--- src/hw/rtl/pac_pkg.sv ---
// Shared types and constants of the polar angle CORDIC pipeline.
package pac_pkg;

  localparam int GUARD_BITS = 24;
  localparam int TABLE_LEN  = 24;
  localparam int ZW         = 33;
  localparam int ANGLE_W    = 16;

  localparam logic [ANGLE_W-1:0] ANGLE_ZERO        = 16'd0;
  localparam logic [ANGLE_W-1:0] HALF_PI_Q13       = 16'd12868;
  localparam logic [ANGLE_W-1:0] PI_Q13            = 16'd25736;
  localparam logic [ANGLE_W-1:0] THREE_HALF_PI_Q13 = 16'd38604;
  localparam logic [ANGLE_W:0]   TWO_PI_Q13        = 17'd51472;

  localparam logic [29:0] ATAN_Q30 [TABLE_LEN] = '{
    30'h3243F6A9, 30'h1DAC6705, 30'h0FADBAFD, 30'h07F56EA7,
    30'h03FEAB76, 30'h01FFD55B, 30'h00FFFAAA, 30'h007FFF55,
    30'h003FFFEA, 30'h001FFFFD, 30'h000FFFFF, 30'h0007FFFF,
    30'h0003FFFF, 30'h0001FFFF, 30'h0000FFFF, 30'h00007FFF,
    30'h00003FFF, 30'h00001FFF, 30'h00000FFF, 30'h000007FF,
    30'h000003FF, 30'h000001FF, 30'h000000FF, 30'h0000007F
  };

  typedef struct packed {
    logic               origin;
    logic               axis;
    logic [ANGLE_W-1:0] axis_angle;
    logic               x_neg;
    logic               y_neg;
  } tag_t;

endpackage

--- src/hw/rtl/pac_in_if.sv ---
// Input request channel carrying one point.
interface pac_in_if #(
  parameter int COORD_WIDTH = 16
);
  logic                          valid;
  logic                          ready;
  logic signed [COORD_WIDTH-1:0] coord_x;
  logic signed [COORD_WIDTH-1:0] coord_y;

  modport source (output valid, output coord_x, output coord_y, input ready);
  modport sink (input valid, input coord_x, input coord_y, output ready);
endinterface

--- src/hw/rtl/pac_out_if.sv ---
// Result request channel carrying one polar angle.
interface pac_out_if;
  logic        valid;
  logic        ready;
  logic [15:0] angle;
  logic        at_origin;

  modport source (output valid, output angle, output at_origin, input ready);
  modport sink (input valid, input angle, input at_origin, output ready);
endinterface

--- src/hw/rtl/pac_cordic_cell.sv ---
// One vectoring CORDIC micro-rotation stage with its own valid/ready register.
module pac_cordic_cell #(
  parameter int DW    = 42,
  parameter int SHIFT = 0
) (
  input  logic                     clk,
  input  logic                     rst_n,
  input  logic                     valid_i,
  output logic                     ready_o,
  input  logic signed [DW-1:0]     x_i,
  input  logic signed [DW-1:0]     y_i,
  input  logic signed [pac_pkg::ZW-1:0] z_i,
  input  pac_pkg::tag_t            tag_i,
  output logic                     valid_o,
  input  logic                     ready_i,
  output logic signed [DW-1:0]     x_o,
  output logic signed [DW-1:0]     y_o,
  output logic signed [pac_pkg::ZW-1:0] z_o,
  output pac_pkg::tag_t            tag_o
);
  import pac_pkg::*;

  logic                 valid_r;
  logic signed [DW-1:0] x_r, x_nxt;
  logic signed [DW-1:0] y_r, y_nxt;
  logic signed [ZW-1:0] z_r, z_nxt;
  tag_t                 tag_r;
  logic signed [DW-1:0] dx, dy;
  logic signed [ZW-1:0] step;

  assign ready_o = !valid_r || ready_i;
  assign dx      = y_i >>> SHIFT;
  assign dy      = x_i >>> SHIFT;
  assign step    = signed'({{(ZW-30){1'b0}}, ATAN_Q30[SHIFT]});

  always_comb begin
    if (!y_i[DW-1]) begin
      x_nxt = x_i + dx;
      y_nxt = y_i - dy;
      z_nxt = z_i + step;
    end else begin
      x_nxt = x_i - dx;
      y_nxt = y_i + dy;
      z_nxt = z_i - step;
    end
  end

  always_ff @(posedge clk) begin
    if (!rst_n) begin
      valid_r <= 1'b0;
    end else if (ready_o) begin
      valid_r <= valid_i;
    end
  end

  always_ff @(posedge clk) begin
    if (ready_o && valid_i) begin
      x_r   <= x_nxt;
      y_r   <= y_nxt;
      z_r   <= z_nxt;
      tag_r <= tag_i;
    end
  end

  assign valid_o = valid_r;
  assign x_o     = x_r;
  assign y_o     = y_r;
  assign z_o     = z_r;
  assign tag_o   = tag_r;
endmodule

--- src/hw/rtl/pac_post.sv ---
// Output stage: rounds the angle, restores the quadrant (or takes the exact axis angle) and holds the result.
module pac_post (
  input  logic                          clk,
  input  logic                          rst_n,
  input  logic                          valid_i,
  output logic                          ready_o,
  input  logic signed [pac_pkg::ZW-1:0] z_i,
  input  pac_pkg::tag_t                 tag_i,
  pac_out_if.source                     out_ch
);
  import pac_pkg::*;

  logic               valid_r;
  logic [ANGLE_W-1:0] angle_r, angle_nxt;
  logic               origin_r;
  logic [ZW-2:0]      z_clamp;
  logic [ZW-1:0]      z_round;
  logic [ANGLE_W:0]   phi;
  logic [ANGLE_W:0]   ang;
  logic [ANGLE_W:0]   ang_wrap;

  assign ready_o = !valid_r || out_ch.ready;
  assign z_clamp = z_i[ZW-1] ? '0 : z_i[ZW-2:0];
  assign z_round = {1'b0, z_clamp} + ZW'(65536);
  assign phi     = (ANGLE_W+1)'(z_round[ZW-1:17]);

  always_comb begin
    if (!tag_i.x_neg && !tag_i.y_neg) begin
      ang = phi;
    end else if (tag_i.x_neg && !tag_i.y_neg) begin
      ang = {1'b0, PI_Q13} - phi;
    end else if (tag_i.x_neg) begin
      ang = {1'b0, PI_Q13} + phi;
    end else begin
      ang = TWO_PI_Q13 - phi;
    end
    ang_wrap = (ang >= TWO_PI_Q13) ? ang - TWO_PI_Q13 : ang;
    if (tag_i.origin) begin
      angle_nxt = ANGLE_ZERO;
    end else if (tag_i.axis) begin
      angle_nxt = tag_i.axis_angle;
    end else begin
      angle_nxt = ang_wrap[ANGLE_W-1:0];
    end
  end

  always_ff @(posedge clk) begin
    if (!rst_n) begin
      valid_r <= 1'b0;
    end else if (ready_o) begin
      valid_r <= valid_i;
    end
  end

  always_ff @(posedge clk) begin
    if (ready_o && valid_i) begin
      angle_r  <= angle_nxt;
      origin_r <= tag_i.origin;
    end
  end

  assign out_ch.valid     = valid_r;
  assign out_ch.angle     = angle_r;
  assign out_ch.at_origin = origin_r;
endmodule

--- src/hw/rtl/polar_angle_full_turn_unit.sv ---
// Top level: pipelined vectoring CORDIC giving the polar angle of a point.
//
//   channel | direction | payload                      | handshake
//   in_ch   | sink      | coord_x, coord_y (signed)    | valid/ready
//   out_ch  | source     | angle (Q3.13), at_origin     | valid/ready
//
// One request is taken every cycle while the output side is ready; each passes through
// the input register, one CORDIC cell per iteration (at most 24) and the output register.
// Every stage has its own valid bit, so bubbles close up under a stalled output.
// Reset clears only the valid bits; payload registers are not reset.
module polar_angle_full_turn_unit #(
  parameter int COORD_WIDTH = 16,
  parameter int ITERATIONS  = 16
) (
  input  logic       clk,
  input  logic       rst_n,
  pac_in_if.sink     in_ch,
  pac_out_if.source  out_ch
);
  import pac_pkg::*;

  localparam int NCELL = (ITERATIONS > TABLE_LEN) ? TABLE_LEN : ITERATIONS;
  localparam int DW    = COORD_WIDTH + GUARD_BITS + 2;

  logic                 v   [NCELL+1];
  logic                 rdy [NCELL+1];
  logic signed [DW-1:0] xc  [NCELL+1];
  logic signed [DW-1:0] yc  [NCELL+1];
  logic signed [ZW-1:0] zc  [NCELL+1];
  tag_t                 tc  [NCELL+1];

  logic                          prep_valid_r;
  logic signed [DW-1:0]          prep_x_r, prep_x_nxt;
  logic signed [DW-1:0]          prep_y_r, prep_y_nxt;
  tag_t                          prep_tag_r, prep_tag_nxt;
  logic signed [COORD_WIDTH:0]   xs, ys;
  logic signed [COORD_WIDTH:0]   ax, ay;
  logic                          x_zero, y_zero;

  assign xs     = {in_ch.coord_x[COORD_WIDTH-1], in_ch.coord_x};
  assign ys     = {in_ch.coord_y[COORD_WIDTH-1], in_ch.coord_y};
  assign ax     = xs[COORD_WIDTH] ? -xs : xs;
  assign ay     = ys[COORD_WIDTH] ? -ys : ys;
  assign x_zero = (in_ch.coord_x == '0);
  assign y_zero = (in_ch.coord_y == '0);

  always_comb begin
    prep_x_nxt         = {1'b0, ax, {GUARD_BITS{1'b0}}};
    prep_y_nxt         = {1'b0, ay, {GUARD_BITS{1'b0}}};
    prep_tag_nxt.origin = x_zero && y_zero;
    prep_tag_nxt.axis   = x_zero || y_zero;
    prep_tag_nxt.x_neg  = xs[COORD_WIDTH];
    prep_tag_nxt.y_neg  = ys[COORD_WIDTH];
    if (x_zero) begin
      prep_tag_nxt.axis_angle = ys[COORD_WIDTH] ? THREE_HALF_PI_Q13 : HALF_PI_Q13;
    end else begin
      prep_tag_nxt.axis_angle = xs[COORD_WIDTH] ? PI_Q13 : ANGLE_ZERO;
    end
  end

  assign in_ch.ready = !prep_valid_r || rdy[0];

  always_ff @(posedge clk) begin
    if (!rst_n) begin
      prep_valid_r <= 1'b0;
    end else if (in_ch.ready) begin
      prep_valid_r <= in_ch.valid;
    end
  end

  always_ff @(posedge clk) begin
    if (in_ch.ready && in_ch.valid) begin
      prep_x_r   <= prep_x_nxt;
      prep_y_r   <= prep_y_nxt;
      prep_tag_r <= prep_tag_nxt;
    end
  end

  assign v[0]  = prep_valid_r;
  assign xc[0] = prep_x_r;
  assign yc[0] = prep_y_r;
  assign zc[0] = '0;
  assign tc[0] = prep_tag_r;

  for (genvar i = 0; i < NCELL; i++) begin : g_cell
    pac_cordic_cell #(
      .DW    (DW),
      .SHIFT (i)
    ) u_cell (
      .clk     (clk),
      .rst_n   (rst_n),
      .valid_i (v[i]),
      .ready_o (rdy[i]),
      .x_i     (xc[i]),
      .y_i     (yc[i]),
      .z_i     (zc[i]),
      .tag_i   (tc[i]),
      .valid_o (v[i+1]),
      .ready_i (rdy[i+1]),
      .x_o     (xc[i+1]),
      .y_o     (yc[i+1]),
      .z_o     (zc[i+1]),
      .tag_o   (tc[i+1])
    );
  end

  pac_post u_post (
    .clk     (clk),
    .rst_n   (rst_n),
    .valid_i (v[NCELL]),
    .ready_o (rdy[NCELL]),
    .z_i     (zc[NCELL]),
    .tag_i   (tc[NCELL]),
    .out_ch  (out_ch)
  );

  a_origin_zero: assert property (@(posedge clk) disable iff (!rst_n)
    out_ch.valid && out_ch.at_origin |-> out_ch.angle == ANGLE_ZERO)
    else $error("origin result carries a nonzero angle");

  a_angle_range: assert property (@(posedge clk) disable iff (!rst_n)
    out_ch.valid |-> {1'b0, out_ch.angle} < TWO_PI_Q13)
    else $error("angle outside one full turn");

  a_no_stall_ready: assert property (@(posedge clk) disable iff (!rst_n)
    out_ch.ready |-> in_ch.ready)
    else $error("input stalled while the output side takes every result");
endmodule

--- src/flat_wrapper.sv ---
// flat-port wrapper written by rule: the top's interface ports become plain ports
module polar_angle_full_turn_unit_flat import pac_pkg::*;
#(
  parameter int COORD_WIDTH = 16,
  parameter int ITERATIONS  = 16
)
  (clk, rst_n, in_ch_valid, in_ch_coord_x, in_ch_coord_y, in_ch_ready, out_ch_valid, out_ch_angle, out_ch_at_origin, out_ch_ready);
  pac_in_if #(.COORD_WIDTH(COORD_WIDTH)) in_ch_i ();
  pac_out_if out_ch_i ();
  input  logic clk;
  input  logic rst_n;
  input wire logic [$bits(in_ch_i.valid)-1:0] in_ch_valid;
  input wire logic [$bits(in_ch_i.coord_x)-1:0] in_ch_coord_x;
  input wire logic [$bits(in_ch_i.coord_y)-1:0] in_ch_coord_y;
  output wire logic [$bits(in_ch_i.ready)-1:0] in_ch_ready;
  output wire logic [$bits(out_ch_i.valid)-1:0] out_ch_valid;
  output wire logic [$bits(out_ch_i.angle)-1:0] out_ch_angle;
  output wire logic [$bits(out_ch_i.at_origin)-1:0] out_ch_at_origin;
  input wire logic [$bits(out_ch_i.ready)-1:0] out_ch_ready;
  assign in_ch_i.valid = in_ch_valid;
  assign in_ch_i.coord_x = in_ch_coord_x;
  assign in_ch_i.coord_y = in_ch_coord_y;
  assign in_ch_ready = in_ch_i.ready;
  assign out_ch_valid = out_ch_i.valid;
  assign out_ch_angle = out_ch_i.angle;
  assign out_ch_at_origin = out_ch_i.at_origin;
  assign out_ch_i.ready = out_ch_ready;
  polar_angle_full_turn_unit #(.COORD_WIDTH(COORD_WIDTH), .ITERATIONS(ITERATIONS)) u_core (.clk(clk), .rst_n(rst_n), .in_ch(in_ch_i), .out_ch(out_ch_i));
endmodule
--- config.mk ---
export PLATFORM = sky130hd
export DESIGN_NAME = polar_angle_full_turn_unit_flat
export DESIGN_NICKNAME = d
export VERILOG_FILES = /design/src/hw/rtl/pac_pkg.sv /design/src/hw/rtl/pac_in_if.sv /design/src/hw/rtl/pac_out_if.sv /design/src/hw/rtl/pac_cordic_cell.sv /design/src/hw/rtl/pac_post.sv /design/src/hw/rtl/polar_angle_full_turn_unit.sv /design/src/flat_wrapper.sv
export SDC_FILE = /design/constraint.sdc
export NUM_CORES = 2
export LEC_CHECK = 0
export ABC_AREA = 0
export BUFFER_PORTS_ARGS = -buffer_cell sky130_fd_sc_hd__buf_2
export CAP_MARGIN = 20
export CORE_MARGIN = 2
export CORE_UTILIZATION = 36
export CTS_BUF_LIST = sky130_fd_sc_hd__clkbuf_4
export CTS_CLUSTER_SIZE = 30
export DETAILED_ROUTE_END_ITERATION = 12
export PLACE_DENSITY = 0.49
export SETUP_SLACK_MARGIN = 0.4
export SYNTH_ARGS = -nofsm -noshare
export SYNTH_HDL_FRONTEND = slang
export SYNTH_SLANG_ARGS = --single-unit
--- constraint.sdc ---
create_clock -name clk -period 17.5 [get_ports clk]
set_clock_uncertainty 0.05 [all_clocks]
set_input_delay 0.875 -clock clk [delete_from_list [all_inputs] [get_ports clk]]
set_output_delay 0.875 -clock clk [all_outputs]
set_load 0.02 [all_outputs]
==> flow_summary.yaml <==
status:
  status: "completed"
yosys:
  yosysTopAreaCell: "edfxtp_1"
  yosys-mux-area-fraction_pct: 0.428
  synth_compound_area_share_pct: 18.5
  ys_seq_area_share_pct: 37.6
  ys_ff_latch: 1578
  yosys-top-cells-area: "edfxtp_1 (37%), ha_1 (14%), xnor2_1 (8.4%), a21oi_1 (5.1%), xor2_1 (4.3%)"
  synth_top_area_share_pct: 37.3
  netlist_area_um2: 126000
  ys_async_sr_fraction_pct: 0
  yosysWarnings: 0
  synth_cell_types: 115
  synthCells: 13000
  yosys.area_share.simple_pct: 14.6
  ys.flop_type: "edfxtp_1"
  avgSynthCellArea_um2: 9.66
  synth_fa_ha_area_share_pct: 14.0
  synth_xor_area_share_pct: 12.7
  synth_edf_count: 1560
  synth_top_family_by_area: "compound AO/OA/AOI/OAI gates"
clock_network:
  cts.clk_slew.worst_paths_ps: 70
  cts_buffer_depth: 4
  cts_tree: "yes"
  numCtsBuffers: 442
  clock-sinks: 1578
  insertion_delay_ps: 1440
  htree_levels: 5
  clockRootBuffer: "clkbuf_4"
  cts_resized: 0
sta:
  hold_violations: 0
  finalMaxSlewViolations: 0
  finalSetupTns_ps: 0
  finalSetupViolCount: 0
  rsz0062_at_grt: "no"
  worst_slew_pin_slew_ps: 1260
  slew_headroom_pct: 15.4
  timing.fmax_ghz: 0.159
  timing.final.crit_share_pct: 35.8
  period_minus_slack_ps: 6270
pwr:
  powerDensity_nw_per_um2: 59.7
  power_frac_seq_pct: 51.0
  internal_power_mw: 6.23
  irDropWorstVdd_v: 0.0000683
  pwr-share-clk_pct: 42.8
  swShare_pct: 24.5
  p_switching_mw: 2.03
  leakage_nw: 54.7
  comb_power_share_pct: 6.2
drt:
  via_count: 98300
  wl_um: 366000
  route.detailed.drc: 0
  ant_nets: 0
  drt_iter0_drc: 5823
  viasPerCell: 5.33
  routedWlPerCell_um: 19.8
  drtPass1Iterations: 6
floorplanning:
  die_height_um: 594
  dieArea_um2: 353000
  ios: 55
  fp.dieW_um: 594
  num_rows: 216
  coreArea_um2: 346000
  start_util_pct: 36.2
setup_path:
  required_ps: 18530
  cp_max_fo: 7
  arrival_ps: 7300
  endpoint_kind: "register"
  path_class: "reg -> reg"
  startpoint_type: "register"
place:
  portBuffers: 54
  place_hpwl_um: 295000
  place_congestion: 0.916
global_route:
  grt_usage_pct: 20.1
  grt_pass1_wl_um: 561000
  grt_start_max_net_pins: 72
  antenna_found_initial: 16
  overflow: 0
  grt_pass1_vias: 97900
layout:
  layout.nets: 14900
  fin_util_pct: 39.9
  final_common_cell: "edfxtp_1"
  drive_above_1_share_pct: 7.41
  area_growth_syn_to_layout_pct: 10.2
  final_cell_mix: "edfxtp_1 (1,560), ha_1 (1,361), nor2_1 (1,346)"
  final.fill_count: 34200
worst_hold_path:
  hold_path_class: "reg -> reg"
job:
  drv_cap: 0
[routing by layer]
metal | share of wire (%) | GRT usage [%]
met5 | 0.011 | 0
met4 | 6.0 | 11.4
met3 | 3.3 | 2.17
met2 | 49 | 35.6
met1 | 42 | 23.5
[worst max-delay path, stage by stage (launching register included)]
cell and delay, ps:
edfxtp_1 460, or4_1 560, nor3_1 390, nand2_1 180
nor3b_1 540, nor3b_1 600, a21oi_1 170, xor2_1 170
ha_1 410, o21ai_0 120, nand2b_1 80, a21oi_1 70
nor2b_1 170, nor2_1 60, o41ai_1 650, a41oi_1 330
a211oi_1 360, o31ai_1 170, o21bai_1 160, a21oi_1 100
xnor2_1 170
[cells in the mapped netlist, types with 220 or more instances]
master    number
o21a_1       257
nor3_1       418
nand3_1      220
edfxtp_1    1560
ha_1        1361
a21oi_1     1277
nand2_1      678
nor2b_1      221
xnor2_1     1201
xor2_1       623
inv_1        530
nor2_1      1346
a21o_1       487
o21ai_0      588
[power by group through the flow]
stage                     logic, mW  clock network [mW]  registers, mW
after floorplan               0.381                   0           4.28
after global placement        0.489                   0           4.29
after detailed placement      0.494                   0           4.29
after CTS                     0.514                3.71           4.21
after global routing          0.577                3.89           4.21
final                         0.513                3.53           4.21
[path summary, 6_finish.rpt]
kind / from / to / slack (ps) / cells past startpoint
max reg2reg: u_core.g_cell[10].u_cell.x_o[16] / u_core.g_cell[11].u_cell.y_o[41] / 11230 / 20
min reg2reg: u_core.g_cell[2].u_cell.tag_o[0] / u_core.g_cell[3].u_cell.tag_o[0] / 350 / 0
min: u_core.g_cell[2].u_cell.tag_o[0] / u_core.g_cell[3].u_cell.tag_o[0] / 350 / 0
max: u_core.g_cell[10].u_cell.x_o[16] / u_core.g_cell[11].u_cell.y_o[41] / 11230 / 20
[cells by family after synthesis]
kind of cell    count (synthesis)
simple gates                 3820
compound gates               3630
xor+xnor                     1824
flops                        1578
fa+ha+maj                    1388
buf+inv                       700
mux                            50
other cells                     1
[sequential cells by signal, summed over array words and instances, names as in the netlist]
register and flops:
u_core.g_cell.u_cell.z_o 424, u_core.g_cell.u_cell.tag_o 144, u_core.u_post.out_ch.at_origin 1, u_core.u_post.out_ch.angle 16, u_core.g_cell.u_cell.valid_o 16, u_core.prep_y_r 17, u_core.g_cell.u_cell.x_o 462, u_core.prep_x_r 17
u_core.prep_tag_r 9, u_core.g_cell.u_cell.y_o 470, u_core.u_post.out_ch.valid 1, u_core.prep_valid_r 1
[per-stage QoR]
stage / instance area, um^2 / power [mW] / std cells / hold WS, ps / worst slack (ps)
final: 138000 / 8.26 / 18500 / 345 / 11230
after global routing: 138000 / 8.68 / 18500 / 258 / 10690
after CTS: 138000 / 8.43 / 18400 / 140 / 11180
after detailed placement: 132000 / 4.78 / 17600 / 355 / 11280
after global placement: 132000 / 4.78 / 17500 / 351 / 11310
after floorplan: 126000 / 4.66 / 13000 / 350 / 5840
[final cells by class]
cell class	instances	area [um^2]	area share, %
clock inverters	181	1240	0.895
flip-flops and latches	1578	47200	34.1
multi-input cells	10700	75800	54.8
repair buffers	210	1620	1.17
clock buffers	618	4640	3.35
well taps	4578	5730	4.14
inverters	537	2020	1.46
diodes	40	100	0.0724
[timing repair]
action	CTS	global route
buffers inserted	0	0
endpoints found under the hold margin	59	0
hold buffers	65	0
No activity file was read; power rests on OpenSTA's default activity.
